## src/design/psd_pkg.sv

```systemverilog
// shared types and constants of the pointer shake detector
`default_nettype none

package psd_pkg;

  // sequencer states
  typedef enum logic [2:0] {
    S_IDLE,
    S_CHECK,
    S_IDLECHK,
    S_SCAN,
    S_DRAIN,
    S_DECIDE,
    S_DONE
  } psd_state_e;

  // configuration register indexes
  typedef enum logic [1:0] {
    REG_X_SWING  = 2'd0,
    REG_Y_BAND   = 2'd1,
    REG_IDLE     = 2'd2,
    REG_HOLDOFF  = 2'd3
  } psd_reg_e;

  localparam int unsigned DELTA_W  = 16;
  localparam int unsigned THRESH_W = 15;
  localparam int unsigned SEC_W    = 8;
  localparam int unsigned TIME_W   = 32;

  localparam logic [THRESH_W-1:0] X_SWING_RST = 15'd40;
  localparam logic [THRESH_W-1:0] Y_BAND_RST  = 15'd10;
  localparam logic [SEC_W-1:0]    IDLE_RST    = 8'd1;
  localparam logic [SEC_W-1:0]    HOLDOFF_RST = 8'd2;

  localparam logic signed [DELTA_W-1:0] DELTA_MIN = 16'sh8000;
  localparam logic signed [DELTA_W-1:0] DELTA_MAX = 16'sh7fff;

  // running extents of the scanned entries
  typedef struct packed {
    logic signed [DELTA_W-1:0] left;
    logic signed [DELTA_W-1:0] right;
    logic signed [DELTA_W-1:0] top;
    logic signed [DELTA_W-1:0] bottom;
  } psd_ext_t;

endpackage

`default_nettype wire

```

## src/design/psd_extent.sv

```systemverilog
// min/max and count accumulator fed one ring entry per cycle while en_i is high
`default_nettype none

module psd_extent import psd_pkg::*; #(
  parameter int unsigned RING_DEPTH = 8
) (
  input  wire                                    clk_i,
  input  wire                                    rst_ni,
  input  wire                                    clear_i,
  input  wire                                    en_i,
  input  wire  logic signed [DELTA_W-1:0]        x_i,
  input  wire  logic signed [DELTA_W-1:0]        y_i,
  output logic [$clog2(RING_DEPTH+1)-1:0]        count_o,
  output psd_ext_t                               ext_o
);

  localparam int unsigned CntW = $clog2(RING_DEPTH + 1);

  logic [CntW-1:0] count_q, count_d;
  psd_ext_t        ext_q, ext_d;
  logic            take;

  // an entry counts only when both coordinates are nonzero
  assign take = en_i && (x_i != '0) && (y_i != '0);

  always_comb begin
    count_d = count_q;
    ext_d   = ext_q;
    if (clear_i) begin
      count_d = '0;
    end else if (take) begin
      count_d = count_q + CntW'(1);
      if (count_q == '0) begin
        ext_d.left   = x_i;
        ext_d.right  = x_i;
        ext_d.top    = y_i;
        ext_d.bottom = y_i;
      end else begin
        if (x_i < ext_q.left)   ext_d.left   = x_i;
        if (x_i > ext_q.right)  ext_d.right  = x_i;
        if (y_i < ext_q.top)    ext_d.top    = y_i;
        if (y_i > ext_q.bottom) ext_d.bottom = y_i;
      end
    end
  end

  always_ff @(posedge clk_i or negedge rst_ni) begin
    if (!rst_ni) begin
      count_q <= '0;
    end else begin
      count_q <= count_d;
    end
  end

  // extents are only meaningful once count is nonzero
  always_ff @(posedge clk_i) begin
    ext_q <= ext_d;
  end

  assign count_o = count_q;
  assign ext_o   = ext_q;

endmodule

`default_nettype wire

```

## src/design/pointer_shake_detector_core.sv

```systemverilog
// top level of the pointer shake detector: sequencer, delta ring and apb registers
//
// channel   direction  handshake              payload
// in        input      in_valid_i/in_ready_o  delta_x_i, delta_y_i, now_seconds_i, suppress_i
// out       output     out_valid_o/out_ready_i shake_detected_o
// cfg       apb        psel/penable/pwrite    paddr, pwdata, prdata
//
// a motion report: CHECK, SCAN, DRAIN, DECIDE, DONE; the ring scan reads one entry per cycle
// through the single read port of the ring memory into one shared min/max unit
// reports without motion go CHECK, IDLECHK, DONE; suppressed or held-off ones CHECK, DONE
// one transaction is in work at a time; a new one is taken while the last result waits
// a result still waiting in the output register holds the sequencer in its last state
// reset clears the ring valid bits, registers and counters at once, no clearing pass
`default_nettype none

module pointer_shake_detector_core import psd_pkg::*; #(
  parameter int unsigned RING_DEPTH = 8
) (
  input  wire                              clk_i,
  input  wire                              rst_ni,
  // report channel
  input  wire                              in_valid_i,
  output logic                             in_ready_o,
  input  wire  logic signed [DELTA_W-1:0]  delta_x_i,
  input  wire  logic signed [DELTA_W-1:0]  delta_y_i,
  input  wire  logic [TIME_W-1:0]          now_seconds_i,
  input  wire                              suppress_i,
  // result channel
  output logic                             out_valid_o,
  input  wire                              out_ready_i,
  output logic                             shake_detected_o,
  // configuration port
  input  wire                              psel,
  input  wire                              penable,
  input  wire                              pwrite,
  input  wire  logic [3:0]                 paddr,
  input  wire  logic [31:0]                pwdata,
  output logic [31:0]                      prdata,
  output logic                             pready
);

  localparam int unsigned AW   = $clog2(RING_DEPTH);
  localparam int unsigned CntW = $clog2(RING_DEPTH + 1);
  localparam logic [AW-1:0] LAST_SLOT = AW'(RING_DEPTH - 1);
  localparam logic [CntW-1:0] HALF    = CntW'(RING_DEPTH / 2);

  // configuration registers
  logic [THRESH_W-1:0] x_swing_q, y_band_q;
  logic [SEC_W-1:0]    idle_q, holdoff_len_q;
  logic                cfg_we;
  psd_reg_e            cfg_idx;

  assign pready  = 1'b1;
  assign cfg_we  = psel && penable && pwrite;
  assign cfg_idx = psd_reg_e'(paddr[3:2]);

  always_ff @(posedge clk_i or negedge rst_ni) begin
    if (!rst_ni) begin
      x_swing_q     <= X_SWING_RST;
      y_band_q      <= Y_BAND_RST;
      idle_q        <= IDLE_RST;
      holdoff_len_q <= HOLDOFF_RST;
    end else if (cfg_we) begin
      unique case (cfg_idx)
        REG_X_SWING: x_swing_q     <= pwdata[THRESH_W-1:0];
        REG_Y_BAND:  y_band_q      <= pwdata[THRESH_W-1:0];
        REG_IDLE:    idle_q        <= pwdata[SEC_W-1:0];
        REG_HOLDOFF: holdoff_len_q <= pwdata[SEC_W-1:0];
        default:     ;
      endcase
    end
  end

  // register read back
  always_comb begin
    prdata = '0;
    unique case (cfg_idx)
      REG_X_SWING: prdata = {17'd0, x_swing_q};
      REG_Y_BAND:  prdata = {17'd0, y_band_q};
      REG_IDLE:    prdata = {24'd0, idle_q};
      REG_HOLDOFF: prdata = {24'd0, holdoff_len_q};
      default:     prdata = '0;
    endcase
  end

  // transaction latch
  psd_state_e                 state_q, state_d;
  logic signed [DELTA_W-1:0]  dx_q, dy_q;
  logic [TIME_W-1:0]          now_q;
  logic                       sup_q;
  logic                       accept;

  assign in_ready_o = (state_q == S_IDLE);
  assign accept     = in_valid_i && in_ready_o;

  always_ff @(posedge clk_i) begin
    if (accept) begin
      dx_q  <= delta_x_i;
      dy_q  <= delta_y_i;
      now_q <= now_seconds_i;
      sup_q <= suppress_i;
    end
  end

  // detector state
  logic [AW-1:0]       slot_q;
  logic [RING_DEPTH-1:0] valid_q;
  logic [TIME_W-1:0]   last_motion_q, holdoff_until_q, holdoff_end_q;
  logic                holdoff_active_q;
  logic [AW-1:0]       scan_idx_q;
  logic                result_q;
  logic                out_valid_q, shake_q;

  // per-state conditions
  logic                      motion, blocked, idle_expired, shake_hit, out_free;
  logic signed [DELTA_W-1:0] ny;
  logic [TIME_W:0]           idle_limit, holdoff_sum;
  logic [CntW-1:0]           ext_count;
  psd_ext_t                  ext;
  logic signed [DELTA_W:0]   xt, yt;

  assign motion   = (dx_q != '0) || (dy_q != '0);
  assign blocked  = sup_q || (holdoff_active_q && (now_q <= holdoff_until_q));
  assign ny       = (dy_q == DELTA_MIN) ? DELTA_MAX : -dy_q;
  assign idle_limit   = {1'b0, last_motion_q} + {{(TIME_W+1-SEC_W){1'b0}}, idle_q};
  assign idle_expired = {1'b0, now_q} > idle_limit;
  assign holdoff_sum  = {1'b0, now_q} + {{(TIME_W+1-SEC_W){1'b0}}, holdoff_len_q};
  assign xt = {2'b00, x_swing_q};
  assign yt = {2'b00, y_band_q};
  // extents widened by one bit so the most negative value negates cleanly
  assign shake_hit = (ext_count > HALF)
                  && ($signed({ext.right[DELTA_W-1], ext.right}) > xt)
                  && (-$signed({ext.left[DELTA_W-1], ext.left}) > xt)
                  && ($signed({ext.bottom[DELTA_W-1], ext.bottom}) < yt)
                  && (-$signed({ext.top[DELTA_W-1], ext.top}) < yt);
  assign out_free = !out_valid_q || out_ready_i;

  // sequencer next state
  always_comb begin
    state_d = state_q;
    unique case (state_q)
      S_IDLE:    if (accept) state_d = S_CHECK;
      S_CHECK: begin
        if (blocked)     state_d = S_DONE;
        else if (motion) state_d = S_SCAN;
        else             state_d = S_IDLECHK;
      end
      S_IDLECHK: state_d = S_DONE;
      S_SCAN:    if (scan_idx_q == LAST_SLOT) state_d = S_DRAIN;
      S_DRAIN:   state_d = S_DECIDE;
      S_DECIDE:  state_d = S_DONE;
      S_DONE:    if (out_free) state_d = S_IDLE;
      default:   state_d = S_IDLE;
    endcase
  end

  always_ff @(posedge clk_i or negedge rst_ni) begin
    if (!rst_ni) begin
      state_q <= S_IDLE;
    end else begin
      state_q <= state_d;
    end
  end

  // ring memory, one write and one registered read a cycle
  logic signed [DELTA_W-1:0] ring_x_mem [RING_DEPTH];
  logic signed [DELTA_W-1:0] ring_y_mem [RING_DEPTH];
  logic signed [DELTA_W-1:0] rd_x_q, rd_y_q;
  logic                      rd_ok_q;
  logic                      mem_we;

  assign mem_we = (state_q == S_CHECK) && !blocked && motion;

  always_ff @(posedge clk_i) begin
    if (mem_we) begin
      ring_x_mem[slot_q] <= dx_q;
      ring_y_mem[slot_q] <= ny;
    end
    rd_x_q <= ring_x_mem[scan_idx_q];
    rd_y_q <= ring_y_mem[scan_idx_q];
  end

  // read qualifier: only written entries reach the extent unit
  always_ff @(posedge clk_i or negedge rst_ni) begin
    if (!rst_ni) begin
      rd_ok_q <= 1'b0;
    end else begin
      rd_ok_q <= (state_q == S_SCAN) && valid_q[scan_idx_q];
    end
  end

  psd_extent #(
    .RING_DEPTH(RING_DEPTH)
  ) u_extent (
    .clk_i   (clk_i),
    .rst_ni  (rst_ni),
    .clear_i (mem_we),
    .en_i    (rd_ok_q),
    .x_i     (rd_x_q),
    .y_i     (rd_y_q),
    .count_o (ext_count),
    .ext_o   (ext)
  );

  // saturated hold-off end, formed while the scan runs
  always_ff @(posedge clk_i) begin
    if (state_q == S_SCAN) begin
      holdoff_end_q <= holdoff_sum[TIME_W] ? '1 : holdoff_sum[TIME_W-1:0];
    end
  end

  // detector state updates
  always_ff @(posedge clk_i or negedge rst_ni) begin
    if (!rst_ni) begin
      slot_q           <= '0;
      valid_q          <= '0;
      last_motion_q    <= '0;
      holdoff_until_q  <= '0;
      holdoff_active_q <= 1'b0;
      scan_idx_q       <= '0;
      result_q         <= 1'b0;
    end else begin
      unique case (state_q)
        S_CHECK: begin
          result_q   <= 1'b0;
          scan_idx_q <= '0;
          if (!blocked) begin
            holdoff_active_q <= 1'b0;
            if (motion) valid_q[slot_q] <= 1'b1;
          end
        end
        S_IDLECHK: begin
          if (idle_expired) begin
            valid_q       <= '0;
            slot_q        <= '0;
            last_motion_q <= now_q;
          end
        end
        S_SCAN: begin
          if (scan_idx_q != LAST_SLOT) scan_idx_q <= scan_idx_q + AW'(1);
        end
        S_DECIDE: begin
          last_motion_q <= now_q;
          if (shake_hit) begin
            result_q         <= 1'b1;
            holdoff_active_q <= 1'b1;
            holdoff_until_q  <= holdoff_end_q;
            valid_q          <= '0;
            slot_q           <= AW'(1);
          end else begin
            slot_q <= (slot_q == LAST_SLOT) ? '0 : slot_q + AW'(1);
          end
        end
        default: ;
      endcase
    end
  end

  // output register
  always_ff @(posedge clk_i or negedge rst_ni) begin
    if (!rst_ni) begin
      out_valid_q <= 1'b0;
      shake_q     <= 1'b0;
    end else if ((state_q == S_DONE) && out_free) begin
      out_valid_q <= 1'b1;
      shake_q     <= result_q;
    end else if (out_ready_i) begin
      out_valid_q <= 1'b0;
    end
  end

  assign out_valid_o      = out_valid_q;
  assign shake_detected_o = shake_q;

  // a detection arms the hold-off and empties the ring
  assert property (@(posedge clk_i) disable iff (!rst_ni)
    (state_q == S_DECIDE && shake_hit) |=> (holdoff_active_q && valid_q == '0))
    else $error("shake did not arm hold-off or clear ring");

  // no new report is taken while the ring is being scanned
  assert property (@(posedge clk_i) disable iff (!rst_ni)
    (state_q == S_SCAN || state_q == S_DRAIN) |-> !in_ready_o)
    else $error("report accepted during scan");

  // extent count never exceeds the ring
  assert property (@(posedge clk_i) disable iff (!rst_ni)
    ext_count <= CntW'(RING_DEPTH))
    else $error("extent count overflow");

  // write slot stays inside the ring
  assert property (@(posedge clk_i) disable iff (!rst_ni)
    slot_q <= LAST_SLOT)
    else $error("write slot out of range");

endmodule

`default_nettype wire
```

## config.mk

```make
export PLATFORM = sky130hd
export DESIGN_NAME = pointer_shake_detector_core
export DESIGN_NICKNAME = d
export VERILOG_FILES = /design/src/design/psd_pkg.sv /design/src/design/psd_extent.sv /design/src/design/pointer_shake_detector_core.sv
export SDC_FILE = /design/constraint.sdc
export NUM_CORES = 1
export LEC_CHECK = 0
export BUFFER_PORTS_ARGS = -buffer_cell sky130_fd_sc_hd__buf_4
export CORE_MARGIN = 2
export CORE_UTILIZATION = 65
export CTS_CLUSTER_DIAMETER = 60
export DETAILED_ROUTE_END_ITERATION = 7
export PLACE_DENSITY = 0.85
export SYNTH_ARGS = -nofsm -noshare
export SYNTH_HDL_FRONTEND = slang
export SYNTH_SLANG_ARGS = --single-unit
```

## constraint.sdc

```tcl
create_clock -name clk_i -period 7.76 [get_ports clk_i]
set_clock_uncertainty 0.2 [all_clocks]
set_input_delay 1.164 -clock clk_i [delete_from_list [all_inputs] [get_ports clk_i]]
set_output_delay 1.164 -clock clk_i [all_outputs]
set_load 0.1 [all_outputs]
```

==> results.txt, run 1 <==
The flow ran to the end, and the final reports show no timing, DRC or antenna violations. The non-filler instance count after layout came out at 2798. The routed design has roughly 66000 microns of wire. The count of cells along the worst hold path is 1. Summed over all layers, the global routing overflow is 0.

The final number of setup-violating endpoints is 0. The first-iteration detailed-routing DRC count came out at approximately 1700. The number of unique standard cell types used by synthesis came out at 74. In this run the most critical hold path is launched from holdoff_end_q[23]$_SDFFCE_PP1N_.

The maximum count of clock buffers along a single path came out at 3. The synthesized design devotes to its leading area cell type around 44% of total area. The share of synthesized area occupied by flip-flops and latches is roughly three fifths. The net count of the finished layout is 2485. CTS placed an instance of sky130_fd_sc_hd__clkbuf_16 at the clock tree root. The number of hold buffers added after cts came out at 0. For this configuration, the core starts out at a cell density of around two thirds. The startpoint of the worst register-to-register path is idle_q[0]$_DFFE_PN1P_. The I/O pin count came out at about 140. The top fanout value on the critical path is 24. The DRC violation count after routing came out at 0.

The die span in y is ~210 microns. The ratio of cells with drive above 1 in the final layout is ~20%. The worst hold path terminates at holdoff_until_q[23]$_DFFE_PN0P_. TritonCTS built the clock tree. The number of placed cells counting well taps came out at between 2000 and 3000. Setup slack on the worst reg-to-reg path comes out at 1.91 ns.

The required time at the endpoint of the critical path is approximately 8.0 ns. The number of rows in the core area is 76. The via count of the first global-routing pass came out at around 18000. Entering global routing, the biggest net connects 76 pins. The initial antenna violation count is 0.

The post-synthesis cell area is 28300 sq um. From left edge to right edge, the die measures between 200 and 250 microns. The count of nets left with antenna violations once routing finished came out at 0. The number of H-tree levels is 2.

The quantity of I/O buffers inserted on ports came out at approximately 110. The final cell area excluding filler cells came out at around 32000 sq um. The worst endpoint data arrival time came out at about 6 ns. The layout overhead on the synthesized area came out at 12.1%. Registers take 16600 sq um. After technology mapping, the gate count stands at a little over 2000. By startpoint and endpoint, the worst setup path is classified as flop to flop.

Clock tree synthesis found a total of ~590 sinks. The smallest clock period supported by the final layout is computed as slightly below 6 ns. The most frequent cell after synthesis is sky130_fd_sc_hd__edfxtp_1. The die footprint came out at ~45000 sq um. The post-synthesis register bit count is roughly 590. The proportion of register bits with asynchronous set or reset after synthesis came out at 23.2%. The detailed-route wire length per cell came out at between 20 and 25 microns. The latest clock arrival within the worst-skew pair is around 0.66 ns. The synthesized area divided by synthesized cell count is 13.9 sq um.

Power spread over the standard cell area amounts to roughly 320 nW/um^2. The final max-slew violation count is 0. The fill cell total of the finished layout is ~2600.

The detail-routed via count per cell is roughly 6.4. Dividing the final minimum period by the clock period gives about three quarters. For this run, the top clock speed supported by timing is 171 MHz. The number of clock buffers added by TritonCTS is 56. Setup repair after global routing left no endpoint under its margin. The number of warning messages in the yosys log is 0. The most used flip-flop cell after synthesis is sky130_fd_sc_hd__edfxtp_1. The worst max-slew margin expressed relative to the limit came out at 33.0%. The worst setup path is captured at a flop. The slew at the pin closest to its max-slew limit came out at around 1 ns. The number of enable-type register cells in the synthesized netlist came out at roughly 420. In this run the worst hold path is classified as flop to flop.

Across the VDD grid, the largest voltage drop is ~0.00027 V. The most area-hungry cell type in the Yosys netlist is sky130_fd_sc_hd__edfxtp_1. The nature of the critical path startpoint is a flop. The detailed router placed 17850 vias in this run. The leakage dissipation came out at around 12 nW.

The number of cells on the worst reg-to-reg path came out at 17. Routability-driven placement finished with a final weighted congestion of 0.914. The max-capacitance violation count is 0. Gates resized during post-CTS repair numbered 0. After synthesis, the most frequently instantiated cells are sky130_fd_sc_hd__edfxtp_1 (417), sky130_fd_sc_hd__ha_1 (209), sky130_fd_sc_hd__inv_1 (154), sky130_fd_sc_hd__dfrtp_1 (130), sky130_fd_sc_hd__nand2_1 (106). Sorting the synthesized cells by area gives the leading types as sky130_fd_sc_hd__edfxtp_1 (44%), sky130_fd_sc_hd__dfrtp_1 (11%), sky130_fd_sc_hd__ha_1 (9.2%), sky130_fd_sc_hd__mux4_2 (5.9%), sky130_fd_sc_hd__mux2_2 (3.9%). Once the clock tree was built, the setup fixing pass inserted 0 buffers.

The endpoint of the lowest-slack register-to-register path is valid_q[2]$_DFFE_PN0P_. In the global route stage, overall resource usage came out at 29.7%. The repair_antennas step left the layout with diodes totalling 0. The number of hold-slack violations in the final timing report came to 0. The multi-input logic area came out at 10900 sq um. The cell area reported after detailed placement is between 20000 and 30000 sq um. The first-pass iteration count of the detailed router is 5.

The power after layout came out at slightly above 10 mW. The estimated wirelength of the detail-placed design is between 40000 and 50000 microns. The floorplan step defined a core boundary enclosing ~43000 sq um. The clock transition at the registers of the reported paths is approximately 0.060 ns. The wire length of the first global-routing pass is around 100000 microns.

For this run, the share of the core covered by cells in the final layout is ~74%. The total negative slack for setup checks came out at 0 ns.
[metal layers]
metal	track usage [%]	up-vias	wire length, microns
li1	-	7949	-
met1	38.6	8978	26100
met2	51.7	782	33500
met3	4.29	141	4170
met4	10.3	0	1950
met5	0	-	0
[placed cells by master (no fill, tap or decap), types with 9 or more instances in the layout]
cell type and count:
sky130_fd_sc_hd__nor4_1 24, sky130_fd_sc_hd__buf_4 126, sky130_fd_sc_hd__o21ai_0 63, sky130_fd_sc_hd__a31oi_1 16, sky130_fd_sc_hd__or3_1 12, sky130_fd_sc_hd__nor2b_1 12, sky130_fd_sc_hd__mux2_4 27, sky130_fd_sc_hd__inv_1 154
sky130_fd_sc_hd__nor2_1 73, sky130_fd_sc_hd__o21a_1 12, sky130_fd_sc_hd__nand2b_1 10, sky130_fd_sc_hd__xor2_1 40, sky130_fd_sc_hd__and4_1 15, sky130_fd_sc_hd__xnor2_1 43, sky130_fd_sc_hd__mux2_2 99, sky130_fd_sc_hd__edfxtp_1 417
sky130_fd_sc_hd__mux2i_1 14, sky130_fd_sc_hd__mux4_2 74, sky130_fd_sc_hd__ha_1 209, sky130_fd_sc_hd__clkbuf_1 9, sky130_fd_sc_hd__a211oi_1 11, sky130_fd_sc_hd__dfxtp_1 32, sky130_fd_sc_hd__conb_1 18, sky130_fd_sc_hd__clkbuf_16 57
sky130_fd_sc_hd__nand4_1 46, sky130_fd_sc_hd__nor3_1 42, sky130_fd_sc_hd__clkinv_2 9, sky130_fd_sc_hd__dfrtp_1 128, sky130_fd_sc_hd__and3_1 18, sky130_fd_sc_hd__a21o_1 26, sky130_fd_sc_hd__nand2_1 106, sky130_fd_sc_hd__a21oi_1 77
sky130_fd_sc_hd__nand3_1 38
[critical path: stages, from the launching register on]
cell and delay, ns:
sky130_fd_sc_hd__dfstp_2 0.54, sky130_fd_sc_hd__ha_1 0.18, sky130_fd_sc_hd__fa_1 0.26, sky130_fd_sc_hd__a211oi_1 0.14
sky130_fd_sc_hd__o21a_1 0.22, sky130_fd_sc_hd__o21ai_1 0.65, sky130_fd_sc_hd__and2_1 0.31, sky130_fd_sc_hd__nand4_1 0.13
sky130_fd_sc_hd__xor2_1 0.17, sky130_fd_sc_hd__ha_1 0.29, sky130_fd_sc_hd__nand4_1 0.16, sky130_fd_sc_hd__nor4_1 0.58
sky130_fd_sc_hd__o2111ai_1 0.22, sky130_fd_sc_hd__nand4_1 0.18, sky130_fd_sc_hd__o22ai_2 0.20, sky130_fd_sc_hd__buf_4 0.32
sky130_fd_sc_hd__nor4_2 0.75, sky130_fd_sc_hd__nor3_1 0.15
[where the power goes]
group | internal, mW | switching, mW | total, mW
Clock | 1.66 | 1.23 | 2.88
Sequential | 3.87 | 0.521 | 4.39
Combinational | 1.24 | 1.56 | 2.80
Total | 6.77 | 3.31 | 10.1
[metrics by stage]
stage | setup slack, ns | hold WS (ns)
after global routing | 1.60 | 0.292
final | 1.91 | 0.269
after CTS | 1.99 | 0.282
after floorplan | 2.50 | 0.244
after global placement | 2.31 | 0.257
after detailed placement | 2.07 | 0.268
[cells by family after synthesis]
family                   Yosys count  synth area share [%]
buffers and inverters            225                  3.33
other                              2                0.0265
adder cells (fa/ha/maj)          211                  9.38
AND/OR/NAND/NOR                  433                  8.00
multiplexers                     216                  11.8
AO/OA/AOI/OAI                    281                  6.32
flip-flops                       585                  58.5
XOR/XNOR                          83                  2.57
[area by class of cell]
class                           instances  area share, %
Tap cell                              585           2.31
Clock inverter                         36           1.47
Sequential cell                       585           52.2
Inverter                              154           1.82
Multi-Input combinational cell       1242           34.4
Clock buffer                           69           4.73
Timing Repair Buffer                  127           3.02
[sequential cells by signal, indices dropped and copies added (netlist names), 4 cells and up]
register	flops
ring_x_mem	128
ring_y_mem	128
u_extent.ext_o	64
holdoff_end_q	32
holdoff_until_q	32
last_motion_q	32
now_q	32
dx_q	16
dy_q	16
rd_x_q	16
rd_y_q	16
x_swing_q	15
y_band_q	15
holdoff_len_q	8
idle_q	8
valid_q	8
u_extent.count_o	4
[worst max path at each step]
stage                          startpoint                          to  slack, ns
finish              idle_q[0]$_DFFE_PN1P_      valid_q[2]$_DFFE_PN0P_       1.91
global route        idle_q[0]$_DFFE_PN1P_      valid_q[3]$_DFFE_PN0P_       1.60
global placement    idle_q[0]$_DFFE_PN1P_      valid_q[2]$_DFFE_PN0P_       2.31
floorplan             now_q[14]$_DFFE_PP_  ring_x_mem[2][0]$_DFFE_PP_       2.50
CTS                 idle_q[0]$_DFFE_PN1P_      valid_q[3]$_DFFE_PN0P_       1.99
detailed placement  idle_q[0]$_DFFE_PN1P_      valid_q[2]$_DFFE_PN0P_       2.07
Power figures use the tool's default switching activity.
==> run 2: changes to the inputs <==
Settings changed: CORE_UTILIZATION 65 to 56, PLACE_DENSITY 0.85 to 0.78.
Clock period 7.76 ns to 4.9 ns, I/O delays scaled along.
==> results.txt, run 2 (synthesized netlist as in run 1, its figures left out) <==
The most used routing layer in global routing is met2. Once detailed placement completed, the half-perimeter wirelength came to 42800 microns. The residual antenna-violating net count after detailed routing came out at 0.

The first-iteration detailed-routing DRC count came out at between 1500 and 2000. The maximum number of pins on one net before global-route repair is 77. The type of element capturing the critical path is a flop. The max-capacitance violation count came out at 0.

Power spread over the standard cell area amounts to 505 nW/um^2. For the pin with the worst max-slew slack, the measured transition is 0.974 ns. Counting I/O delays and the setup requirement, the final critical path takes about 4.6 ns. The leakage dissipation came out at roughly 13 nW. The met2 usage in global routing is a little over two fifths. The die span in y came out at 229 microns.

The library cell used most frequently in the layout, excluding fill and tap cells, is sky130_fd_sc_hd__edfxtp_1. After clock tree synthesis, the clock-pin slew on the worst setup and hold paths is 0.06 ns. The total via count after detailed routing came out at 17639. Along the worst hold path, the cell count comes to 1. TritonCTS built the clock tree. The antenna diode instance count is 0. In the routed design, unresolved DRC markers number 0. Summing all placed instances gives a cell area of ~30000 sq um. The endpoint of the lowest-slack register-to-register path is valid_q[3]$_DFFE_PN0P_. The nature of the critical path startpoint is a flop. The final weighted congestion of routability-driven global placement is a little over 0.9.

Using the TritonRoute via totals, the vias-per-cell ratio works out to 6.05. The number of H-tree levels is 3. The final max-slew violation count was 0. The worst hold path startpoint is delta_x_i[12].

The number of placed cells counting well taps is ~2800. The global router's overall resource usage came out at about a quarter. In this run the critical register-to-register path is launched from last_motion_q[0]$_DFFE_PN0P_. The first global-routing pass estimated between 100000 and 150000 microns of wire. The number of cells on the worst reg-to-reg path came out at 18.

The die footprint came out at between 50000 and 60000 sq um. The final number of setup-violating endpoints is 0. The global-route track usage on met1 is about a third. The share of the core filled with cells came out at 64.3%. The number of clock sinks seen by CTS is 585. The total wire length came out at around 65000 microns.

The cell at the root of the clock tree is sky130_fd_sc_hd__clkbuf_16. Counting the buffers created by CTS gives between 60 and 70. The top cell types in the final layout, fill and taps aside, are sky130_fd_sc_hd__edfxtp_1 (417), sky130_fd_sc_hd__ha_1 (209), sky130_fd_sc_hd__inv_1 (154).

The region available for standard cell placement spans roughly 50000 sq um. The path with the worst hold slack has its endpoint at dx_q[12]$_DFFE_PP_. Port buffering added 106 buffers. The total negative slack for setup checks is 0 ns.

The number of nets in the final layout came out at 2508. The top fanout value on the critical path is 18. The number of hold-slack violations in the final timing report came to 0. The required time at the endpoint of the critical path is around 5.2 ns. The non-filler instance count after layout is 2915. The worst endpoint data arrival time came out at approximately 4.9 ns.

The highest achievable clock rate came out at approximately 220 MHz. The worst max-slew margin expressed relative to the limit came out at a little over a third. around 140 I/O pins were placed. After detailed routing, the average wire length per cell comes to 22.3 microns.

Global routing used ~3.7% of the available met3 tracks. The maximum count of clock buffers along a single path is 3. The number of rows in the core area came out at slightly above 80. Across all register-to-register paths, the minimum setup slack is between 0.3 and 0.4 ns.

The layout overhead on the synthesized area came out at 13.7%. The first-pass iteration count of the detailed router is 5. The via count of the first global-routing pass is ~18000. The ratio of cells with drive above 1 in the final layout is around a fifth. VDD sags by at most approximately 0.00037 V.

The source of the critical timing path is last_motion_q[0]$_DFFE_PN0P_. The clock reaches the later pin of the worst-skew pair after between 0.6 and 0.7 ns. The flow ran to the end, and the final reports show no timing, DRC or antenna violations.

Summed over all layers, the global routing overflow is 0. The die boundary width came out at between 200 and 250 microns. The share of the clock period used by the worst path after layout came out at between 90% and 100%. The worst setup path is of the flop to flop kind.

The initial utilization of the core area, before any placement, comes to between 50% and 60%. The final cell area excluding filler cells came out at around 32000 sq um. The classification of the worst-slack hold path is input port to flop. Setup repair after global routing left no endpoint under its margin. The initial antenna violation count came out at 0.
==> run 2: changes by cell type in the layout (fill, tap and decap cells not counted), sizes merged <==
cell | before | now
clkinvlp | 4 | 2
clkbuf | 69 | 90
bufinv | 8 | 2
buf | 127 | 138
inv | 156 | 161
dlygate4sd3 | 0 | 1
==> run 2: worst max-delay path, stage by stage (launching register included) <==
cell and delay [ns]:
sky130_fd_sc_hd__dfrtp_1 0.39, sky130_fd_sc_hd__ha_1 0.21, sky130_fd_sc_hd__fa_1 0.44, sky130_fd_sc_hd__a211oi_2 0.28, sky130_fd_sc_hd__o21a_1 0.19, sky130_fd_sc_hd__o21ai_1 0.10
sky130_fd_sc_hd__and2_1 0.23, sky130_fd_sc_hd__nand4_1 0.12, sky130_fd_sc_hd__xor2_1 0.15, sky130_fd_sc_hd__ha_1 0.27, sky130_fd_sc_hd__a2111oi_0 0.48, sky130_fd_sc_hd__nand2_1 0.11
sky130_fd_sc_hd__a21oi_1 0.17, sky130_fd_sc_hd__nand4_1 0.17, sky130_fd_sc_hd__o22ai_2 0.16, sky130_fd_sc_hd__buf_4 0.29, sky130_fd_sc_hd__nor4_2 0.08, sky130_fd_sc_hd__buf_4 0.20
sky130_fd_sc_hd__nor3_1 0.23
==> run 2: per-stage QoR <==
stage          power [mW]  hold slack (ns)  setup WS [ns]
2_1_floorplan        10.0            0.239         -0.362
3_3_place_gp         11.1            0.257          0.263
3_5_place_dp         11.4            0.264          0.184
4_1_cts              16.3           0.0543          0.134
5_1_grt              17.0           0.0647        0.00657
6_report             16.3           0.0882          0.327
==> run 2: layout make-up <==
class / count / area [sq um]
clock buffer: 90 / 1850
multi-input combinational: 1242 / 10900
sequential: 585 / 16600
inverter: 154 / 578
timing repair buffer: 139 / 1090
tap: 672 / 841
clock inverter: 33 / 317
fill: 3525 / 17900
==> run 2: worst max path at each step <==
stage / end / slack, ns / depth (start not counted)
after floorplan: ring_x_mem[2][0]$_DFFE_PP_ / -0.36 / 10
after global placement: valid_q[2]$_DFFE_PN0P_ / 0.26 / 19
after detailed placement: valid_q[2]$_DFFE_PN0P_ / 0.18 / 19
after CTS: valid_q[3]$_DFFE_PN0P_ / 0.13 / 19
after global routing: valid_q[3]$_DFFE_PN0P_ / 0.007 / 18
final: valid_q[3]$_DFFE_PN0P_ / 0.33 / 18
==> run 2: power by group <==
group	switching, mW	internal (mW)
combinational	2.35	1.98
sequential	0.915	6.13
clock	2.08	2.82
total	5.34	10.9
==> run 2: what timing repair did <==
action	4_1_cts	5_1_grt
endpoints found under the hold margin	60	0
hold buffers	1	0
buffers inserted	0	0
gates resized for setup	0	3
setup endpoints to repair	0	37
==> run 2: per-layer routing <==
metal,vias to the layer above,part of all wire (%)
met5,-,0
li1,7992,-
met3,136,6.0
met4,0,3.2
met2,633,50
met1,8878,41
